--- config.mk ---
export PLATFORM = sky130hd
export DESIGN_NAME = html_entity_decoder_unit
export DESIGN_NICKNAME = d
export VERILOG_FILES = /design/src/sv/hed_pkg.sv /design/src/sv/hed_match.sv /design/src/sv/hed_outbuf.sv /design/src/sv/html_entity_decoder_unit.sv
export SDC_FILE = /design/constraint.sdc
export NUM_CORES = 1
export LEC_CHECK = 0
export BUFFER_PORTS_ARGS = -buffer_cell sky130_fd_sc_hd__buf_2
export CAP_MARGIN = 20
export CORE_MARGIN = 4
export CORE_UTILIZATION = 47
export DETAILED_ROUTE_END_ITERATION = 12
export RECOVER_POWER = 25
export REMOVE_ABC_BUFFERS = 1
export SLEW_MARGIN = 10
export SYNTH_ARGS = -nofsm -noshare
export SYNTH_HDL_FRONTEND = slang
export SYNTH_SLANG_ARGS = --single-unit
--- constraint.sdc ---
create_clock -name clk -period 17.5 [get_ports clk]
set_input_delay 2.625 -clock clk [delete_from_list [all_inputs] [get_ports clk]]
set_output_delay 2.625 -clock clk [all_outputs]
set_load 0.05 [all_outputs]
--- src/sv/hed_pkg.sv ---
`timescale 1ns / 1ps

package hed_pkg;

	localparam int NUM_ENT    = 7;
	localparam int ENT_W      = 6;
	localparam int HOLD_DEPTH = 5;
	localparam int RES_MAX    = 6;

	localparam logic [7:0] LIMIT_MAX   = 8'd255;
	localparam logic [7:0] LIMIT_RESET = 8'd128;
	localparam logic [7:0] AMP         = 8'h26;
	localparam logic [NUM_ENT-1:0] LIVE_ALL = '1;

	// entity spellings, unused tail positions are zero
	localparam logic [7:0] ENT_TEXT [NUM_ENT][ENT_W] = '{
		'{"&", "n", "b", "s", "p", ";"},
		'{"&", "a", "m", "p", ";", 8'h00},
		'{"&", "l", "t", ";", 8'h00, 8'h00},
		'{"&", "g", "t", ";", 8'h00, 8'h00},
		'{"&", "q", "u", "o", "t", ";"},
		'{"&", "#", "3", "9", ";", 8'h00},
		'{"&", "#", "0", "3", "9", ";"}
	};

	localparam logic [2:0] ENT_LEN [NUM_ENT] = '{
		3'd6, 3'd5, 3'd4, 3'd4, 3'd6, 3'd5, 3'd6
	};

	localparam logic [7:0] ENT_REPL [NUM_ENT] = '{
		" ", "&", "<", ">", 8'h22, 8'h27, 8'h27
	};

	typedef struct packed {
		logic [2:0]         cnt;
		logic [NUM_ENT-1:0] live;
		logic [7:0]         emitted;
	} hed_state_t;

	typedef struct packed {
		logic [RES_MAX-1:0][7:0] bytes;
		logic [2:0]              cnt;
		logic                    has_byte;
		logic                    last;
	} hed_res_t;

endpackage

--- src/sv/hed_match.sv ---
`timescale 1ns / 1ps

module hed_match (
	input  hed_pkg::hed_state_t                  cur,
	input  logic [hed_pkg::HOLD_DEPTH-1:0][7:0]  held,
	input  logic [7:0]                           limit,
	input  logic [7:0]                           byte_in,
	input  logic                                 last_in,
	output hed_pkg::hed_state_t                  nxt,
	output logic                                 hold_wr,
	output logic [2:0]                           hold_idx,
	output hed_pkg::hed_res_t                    res
);
	import hed_pkg::*;

	logic [2:0]         h;
	logic [NUM_ENT-1:0] nm;
	logic               complete;
	logic [7:0]         repl;
	logic               is_amp;
	logic               pass;
	logic               cont;
	logic               brk;
	logic               start;
	logic [RES_MAX-1:0][7:0] lst;
	logic [2:0]         n;
	logic [7:0]         lim_eff;
	logic [7:0]         avail;
	logic [2:0]         k;

	always_comb begin
		h = cur.cnt;
		nm = '0;
		for (int p = 0; p < NUM_ENT; p++) begin
			if (cur.live[p] && (h < ENT_LEN[p]) && (ENT_TEXT[p][h] == byte_in))
				nm[p] = 1'b1;
		end
		complete = 1'b0;
		repl = '0;
		// lowest entity index wins
		for (int p = NUM_ENT - 1; p >= 0; p--) begin
			if (nm[p] && (ENT_LEN[p] == h + 3'd1)) begin
				complete = 1'b1;
				repl = ENT_REPL[p];
			end
		end
		is_amp = (byte_in == AMP);
		pass = !is_amp || last_in;
		cont = (h != 3'd0) && (nm != '0) && !complete && (h < 3'(HOLD_DEPTH));
		brk = (h != 3'd0) && !complete && !cont;
		start = !last_in && is_amp && ((h == 3'd0) || brk);

		// held bytes first, then the current byte
		for (int i = 0; i < RES_MAX; i++)
			lst[i] = byte_in;
		for (int i = 0; i < HOLD_DEPTH; i++) begin
			if (3'(i) < h)
				lst[i] = held[i];
		end
		if (complete)
			lst[0] = repl;

		priority if (h == 3'd0) begin
			n = pass ? 3'd1 : 3'd0;
		end else if (complete) begin
			n = 3'd1;
		end else if (cont) begin
			n = last_in ? h + 3'd1 : 3'd0;
		end else begin
			n = pass ? h + 3'd1 : h;
		end

		lim_eff = (limit > LIMIT_MAX) ? LIMIT_MAX : limit;
		avail = (lim_eff > cur.emitted) ? lim_eff - cur.emitted - 8'd1 : 8'd0;
		k = ({5'd0, n} < avail) ? n : avail[2:0];

		res.bytes = lst;
		res.last = last_in;
		if (last_in && (k == 3'd0)) begin
			res.cnt = 3'd1;
			res.has_byte = 1'b0;
			res.bytes[0] = 8'h00;
		end else begin
			res.cnt = k;
			res.has_byte = 1'b1;
		end

		if (last_in) begin
			nxt.cnt = 3'd0;
			nxt.live = '0;
			nxt.emitted = 8'd0;
		end else begin
			nxt.emitted = cur.emitted + {5'd0, k};
			priority if (start) begin
				nxt.cnt = 3'd1;
				nxt.live = LIVE_ALL;
			end else if (cont) begin
				nxt.cnt = h + 3'd1;
				nxt.live = nm;
			end else begin
				nxt.cnt = 3'd0;
				nxt.live = '0;
			end
		end

		hold_wr = start || (cont && !last_in);
		hold_idx = cont ? h : 3'd0;
	end

endmodule

--- src/sv/hed_outbuf.sv ---
`timescale 1ns / 1ps

module hed_outbuf (
	input  logic              clk,
	input  logic              arst_n,
	input  logic              load,
	input  hed_pkg::hed_res_t res,
	output logic              free,
	output logic              out_valid,
	input  logic              out_ready,
	output logic [7:0]        out_byte,
	output logic              has_byte,
	output logic              out_last
);
	import hed_pkg::*;

	logic [RES_MAX-1:0][7:0] bytes_q;
	logic [2:0]              rem_q;
	logic                    has_q;
	logic                    last_q;
	logic                    pop;

	assign out_valid = (rem_q != 3'd0);
	assign pop = out_valid && out_ready;
	assign free = (rem_q == 3'd0) || ((rem_q == 3'd1) && out_ready);
	assign out_byte = bytes_q[0];
	assign has_byte = has_q;
	assign out_last = last_q && (rem_q == 3'd1);

	always_ff @(posedge clk or negedge arst_n) begin
		if (!arst_n) begin
			rem_q <= 3'd0;
		end else if (load) begin
			rem_q <= res.cnt;
		end else if (pop) begin
			rem_q <= rem_q - 3'd1;
		end
	end

	always_ff @(posedge clk) begin
		if (load) begin
			bytes_q <= res.bytes;
			has_q <= res.has_byte;
			last_q <= res.last;
		end else if (pop) begin
			bytes_q <= {8'h00, bytes_q[RES_MAX-1:1]};
		end
	end

endmodule

--- src/sv/html_entity_decoder_unit.sv ---
`timescale 1ns / 1ps

// html entity decoder, one raw message byte per input transaction
// input channel: in_byte, in_last with in_valid / in_ready
// output channel: out_byte, has_byte, out_last with out_valid / out_ready;
//   a bare end marker (has_byte low, out_last high) closes a message that
//   ends with no decoded byte
// config channel: cfg_data with cfg_valid / cfg_ready, always ready; sets the
//   output size limit, write only between messages or while idle
// a taken byte waits in the input register, is decoded from there into the
//   result buffer, and its results are offered from the result buffer
// throughput: one byte per cycle while each byte gives at most one result and
//   out_ready stays high; a transaction that releases k results holds the
//   single-read result buffer until all k are read, and input stalls meanwhile
// a stalled receiver holds the buffer, then the input register, then in_ready
//   falls; nothing is lost or reordered
// reset: limit returns to 128, no match in progress, buffers empty
module html_entity_decoder_unit (
	input  logic       clk,
	input  logic       arst_n,
	input  logic       in_valid,
	output logic       in_ready,
	input  logic [7:0] in_byte,
	input  logic       in_last,
	output logic       out_valid,
	input  logic       out_ready,
	output logic [7:0] out_byte,
	output logic       has_byte,
	output logic       out_last,
	input  logic       cfg_valid,
	output logic       cfg_ready,
	input  logic [7:0] cfg_data
);
	import hed_pkg::*;

	logic [7:0]                  limit_q;
	logic                        valid_s1;
	logic [7:0]                  byte_s1;
	logic                        last_s1;
	hed_state_t                  state_q;
	hed_state_t                  state_nxt;
	logic [HOLD_DEPTH-1:0][7:0]  held_q;
	logic                        hold_wr;
	logic [2:0]                  hold_idx;
	hed_res_t                    res;
	logic                        buf_free;
	logic                        adv;

	assign cfg_ready = 1'b1;
	assign adv = valid_s1 && buf_free;
	assign in_ready = !valid_s1 || adv;

	always_ff @(posedge clk or negedge arst_n) begin
		if (!arst_n) begin
			limit_q <= LIMIT_RESET;
		end else if (cfg_valid && cfg_ready) begin
			limit_q <= cfg_data;
		end
	end

	always_ff @(posedge clk or negedge arst_n) begin
		if (!arst_n) begin
			valid_s1 <= 1'b0;
		end else if (in_valid && in_ready) begin
			valid_s1 <= 1'b1;
		end else if (adv) begin
			valid_s1 <= 1'b0;
		end
	end

	always_ff @(posedge clk) begin
		if (in_valid && in_ready) begin
			byte_s1 <= in_byte;
			last_s1 <= in_last;
		end
	end

	always_ff @(posedge clk or negedge arst_n) begin
		if (!arst_n) begin
			state_q <= '0;
		end else if (adv) begin
			state_q <= state_nxt;
		end
	end

	always_ff @(posedge clk) begin
		if (adv && hold_wr)
			held_q[hold_idx] <= byte_s1;
	end

	hed_match u_match (
		.cur      (state_q),
		.held     (held_q),
		.limit    (limit_q),
		.byte_in  (byte_s1),
		.last_in  (last_s1),
		.nxt      (state_nxt),
		.hold_wr  (hold_wr),
		.hold_idx (hold_idx),
		.res      (res)
	);

	hed_outbuf u_outbuf (
		.clk       (clk),
		.arst_n    (arst_n),
		.load      (adv),
		.res       (res),
		.free      (buf_free),
		.out_valid (out_valid),
		.out_ready (out_ready),
		.out_byte  (out_byte),
		.has_byte  (has_byte),
		.out_last  (out_last)
	);

`ifndef SYNTHESIS
	a_bare_ends: assert property (@(posedge clk) disable iff (!arst_n)
		(out_valid && !has_byte) |-> (out_last && (out_byte == 8'h00)))
		else $error("bare marker without out_last or with data");

	a_held_depth: assert property (@(posedge clk) disable iff (!arst_n)
		state_q.cnt <= 3'(HOLD_DEPTH))
		else $error("held count beyond hold depth");

	a_live_match: assert property (@(posedge clk) disable iff (!arst_n)
		(state_q.cnt == 3'd0) == (state_q.live == '0))
		else $error("live patterns disagree with held count");

	a_last_clears: assert property (@(posedge clk) disable iff (!arst_n)
		(adv && last_s1) |=> ((state_q.cnt == 3'd0) && (state_q.emitted == 8'd0)))
		else $error("state not cleared after last transaction");
`endif

endmodule

==> results.py <==
metrics = {
    "cts": {
        "hold_buffers": 0,
        "ctsLongestPathBuffers": 2,
        "cts_resized": 0,
        "cts_tree": "yes",
        "cts_root_buffer": "clkbuf_16",
        "cts_max_level": 4,
        "cts_sinks": 129,
        "cts_buffers": 17,
        "clkSlewWorstSetupHoldPaths_ps": 60,
        "cts_setup_buffers": 0,
        "insertion_delay_ps": 430,
    },
    "layout": {
        "fin_area_sq_um": 8200,
        "final_layout_size_suffix_gt1_frac": 0.153,
        "n_antenna_cell": 0,
        "n_fill_cell": 1389,
        "finalNonFillerCells": 917,
        "nets": 745,
        "syn2layout_area_growth_pct": 11.2,
    },
    "route": {
        "wl_per_cell_microns": 19.2,
        "route.antenna.remaining_nets": 0,
        "drc_errors": 0,
        "dr.pass1.iters": 7,
        "vias": 5221,
        "drt_iter0_markers": 447,
        "via_per_inst": 5.69,
        "wirelength_microns": 17600,
    },
    "critical_path": {
        "cp-startpoint": "byte_s1[3]",
        "r2r-start": "byte_s1[3]",
        "timing_worst_setup_path_type": "flop to flop",
        "crit_fanout": 28,
        "crit_path_end": "state_q[7]",
        "slowest_stage": "clkbuf_1",
        "cp.required_ps": 17790,
        "cp-end-kind": "flop",
        "cp_common_cell": "nand2_1",
        "crit_arrival_ps": 6890,
        "r2r_slack_ps": 10900,
        "reg2reg_to": "state_q[7]",
        "worst_r2r_path_depth": 26,
        "cp-start-kind": "flop",
        "timing.critical_path.slowest_cell_delay_ps": 1150,
    },
    "synthesis": {
        "yosys_warnings": 0,
        "synth.top_cells.by_area": "edfxtp_1, dfrtp_1, ha_1",
        "yosysTopAreaCellShare": 0.403,
        "synth_edf_count": 99,
        "netlist_area_sq_um": 7370,
        "synth_top_area_cell": "edfxtp_1",
        "async_reset_ff_frac": 0.233,
        "synth_most_common_cell": "edfxtp_1",
        "postSynthAreaPerCell_sq_um": 10.9,
        "ys_seq_area_frac": 0.505,
        "synth.distinct_cells": 76,
        "ys.flop_type": "edfxtp_1",
        "synth-seq-cells": 129,
        "post_synth_inst_count": 677,
        "synth_commonest_cells": "edfxtp_1, nand2_1, o21ai_0",
    },
    "pwr": {
        "max-vdd-ir-drop_mv": 0.136,
        "clkPwrFrac": 0.288,
        "p_seq_frac": 0.397,
        "p_int_uw": 774,
        "switchingPower_uw": 445,
        "power_frac_comb": 0.315,
        "pwr_density_cell_nw_per_um2": 149,
        "leakage_uw": 0.00330,
        "swShare": 0.365,
    },
    "die": {
        "io_pins": 35,
        "coreArea_sq_um": 15300,
        "dieArea_sq_um": 17800,
        "die_h_microns": 133,
        "start_util": 0.482,
        "rows": 45,
        "dieWidth_microns": 133,
    },
    "timing": {
        "drv_slew": 89,
        "finalWorstSetupSlack_ps": 10900,
        "max_freq_mhz": 151,
        "finalSetupViolCount": 0,
        "setup_tns_ps": 0,
        "hold_viol_final": 0,
        "tightestPinTransition_ps": 1770,
        "fin_crit_sh": 0.377,
        "fin_skew_ps": 8.71,
        "post-route-min-period_ps": 6600,
        "fin_hold_ws_ps": 492,
        "slew_headroom": -0.178,
        "rsz0062_at_grt": "no",
    },
    "run": {
        "maxCapViolCount": 3,
    },
    "placed_design": {
        "place_congestion": 0.927,
        "place_area_sq_um": 7620,
        "dpl_worst_slack_ps": 11040,
        "hpwlAfterDp_microns": 11700,
        "numPortBuffers": 33,
        "dp.cells": 883,
    },
    "worst_hold_path": {
        "hp-class": "flop to flop",
    },
    "global_routing": {
        "gr-total-overflow": 0,
        "first_global_vias": 5253,
        "grt_max_degree": 72,
        "grt_usage": 0.207,
        "grt_antenna_before_repair": 0,
        "grt_first_pass_wirelength_microns": 29000,
    },
    "run_status": {
        "violations": "max-capacitance violations, max-slew violations",
        "status": "finished, violations left",
    },
}
-- worst max-delay path, delay by kind of cell (launching register included) --
kind	cells	cell delay (ps)
buffers and inverters	2	1240
adder cells (fa/ha/maj)	2	530
AND/OR/NAND/NOR	11	1980
flip-flops	1	330
AO/OA/AOI/OAI	9	1850
XOR/XNOR	1	140
multiplexers	1	380
-- cell usage in the layout (no fill, tap or decap), drive strengths merged, types with 26 or more instances in the layout --
| cell type | count |
|---|---|
| buf | 41 |
| ha | 28 |
| o21ai | 60 |
| mux2i | 35 |
| edfxtp | 99 |
| nor2 | 26 |
| nand2 | 69 |
| a21oi | 27 |
| inv | 34 |
| dfrtp | 29 |
-- kinds of logic (layout without fill, tap and decap cells) --
kind of cell             after synthesis  count (layout)  share of synthesized area
XOR/XNOR                              30              30                     0.0356
multiplexers                          48              48                     0.0674
AO/OA/AOI/OAI                        158             158                      0.143
other                                  1               1                   0.000509
AND/OR/NAND/NOR                      201             201                      0.142
buffers and inverters                 80             109                     0.0531
adder cells (fa/ha/maj)               30              30                     0.0529
flip-flops                           129             129                      0.505
-- flip-flops by register name, summed over array words and instances (netlist names) --
name	cells
held_q	40
u_outbuf.rem_q	3
valid_s1	1
byte_s1	8
last_s1	1
u_outbuf.has_byte	1
limit_q	8
u_outbuf.out_byte	8
u_outbuf.bytes_q	40
state_q	18
u_outbuf.last_q	1
-- metrics by stage --
step	total power (uW)	util
after floorplan	753	-
after global placement	871	0.497
after detailed placement	878	0.497
after CTS	1230	0.535
after global routing	1300	0.536
final	1220	0.536
-- worst min path at each step --
stage	startpoint	endpoint	slack [ps]	depth (start not counted)
after floorplan	state_q[3]	state_q[3]	450	1
after global placement	state_q[3]	state_q[3]	470	1
after detailed placement	state_q[13]	state_q[13]	490	1
after CTS	state_q[3]	state_q[3]	500	1
after global routing	state_q[3]	state_q[3]	510	1
final	state_q[3]	state_q[3]	490	1
-- final cells by class --
cell class	instances	area, sq um	area share
flip-flops and latches	129	3720	0.454
multi-input cells	468	3260	0.397
clock buffers	18	429	0.0523
well taps	211	264	0.0322
repair buffers	47	259	0.0316
clock inverters	14	154	0.0188
inverters	30	113	0.0137
-- power by group through the flow --
stage	registers (uW)	clock network [uW]	logic (uW)
6_report	484	351	384
5_1_grt	494	373	432
4_1_cts	486	358	388
3_5_place_dp	491	0	387
3_3_place_gp	491	0	380
2_1_floorplan	515	0	238
-- routing by layer --
layer,track usage,part of all wire,up-vias
met5,0,0,-
met4,0.0669,0.016,0
met3,0.0408,0.049,25
met2,0.312,0.46,159
met1,0.301,0.48,2531
li1,-,-,2506
No activity file was read; power rests on OpenSTA's default activity.
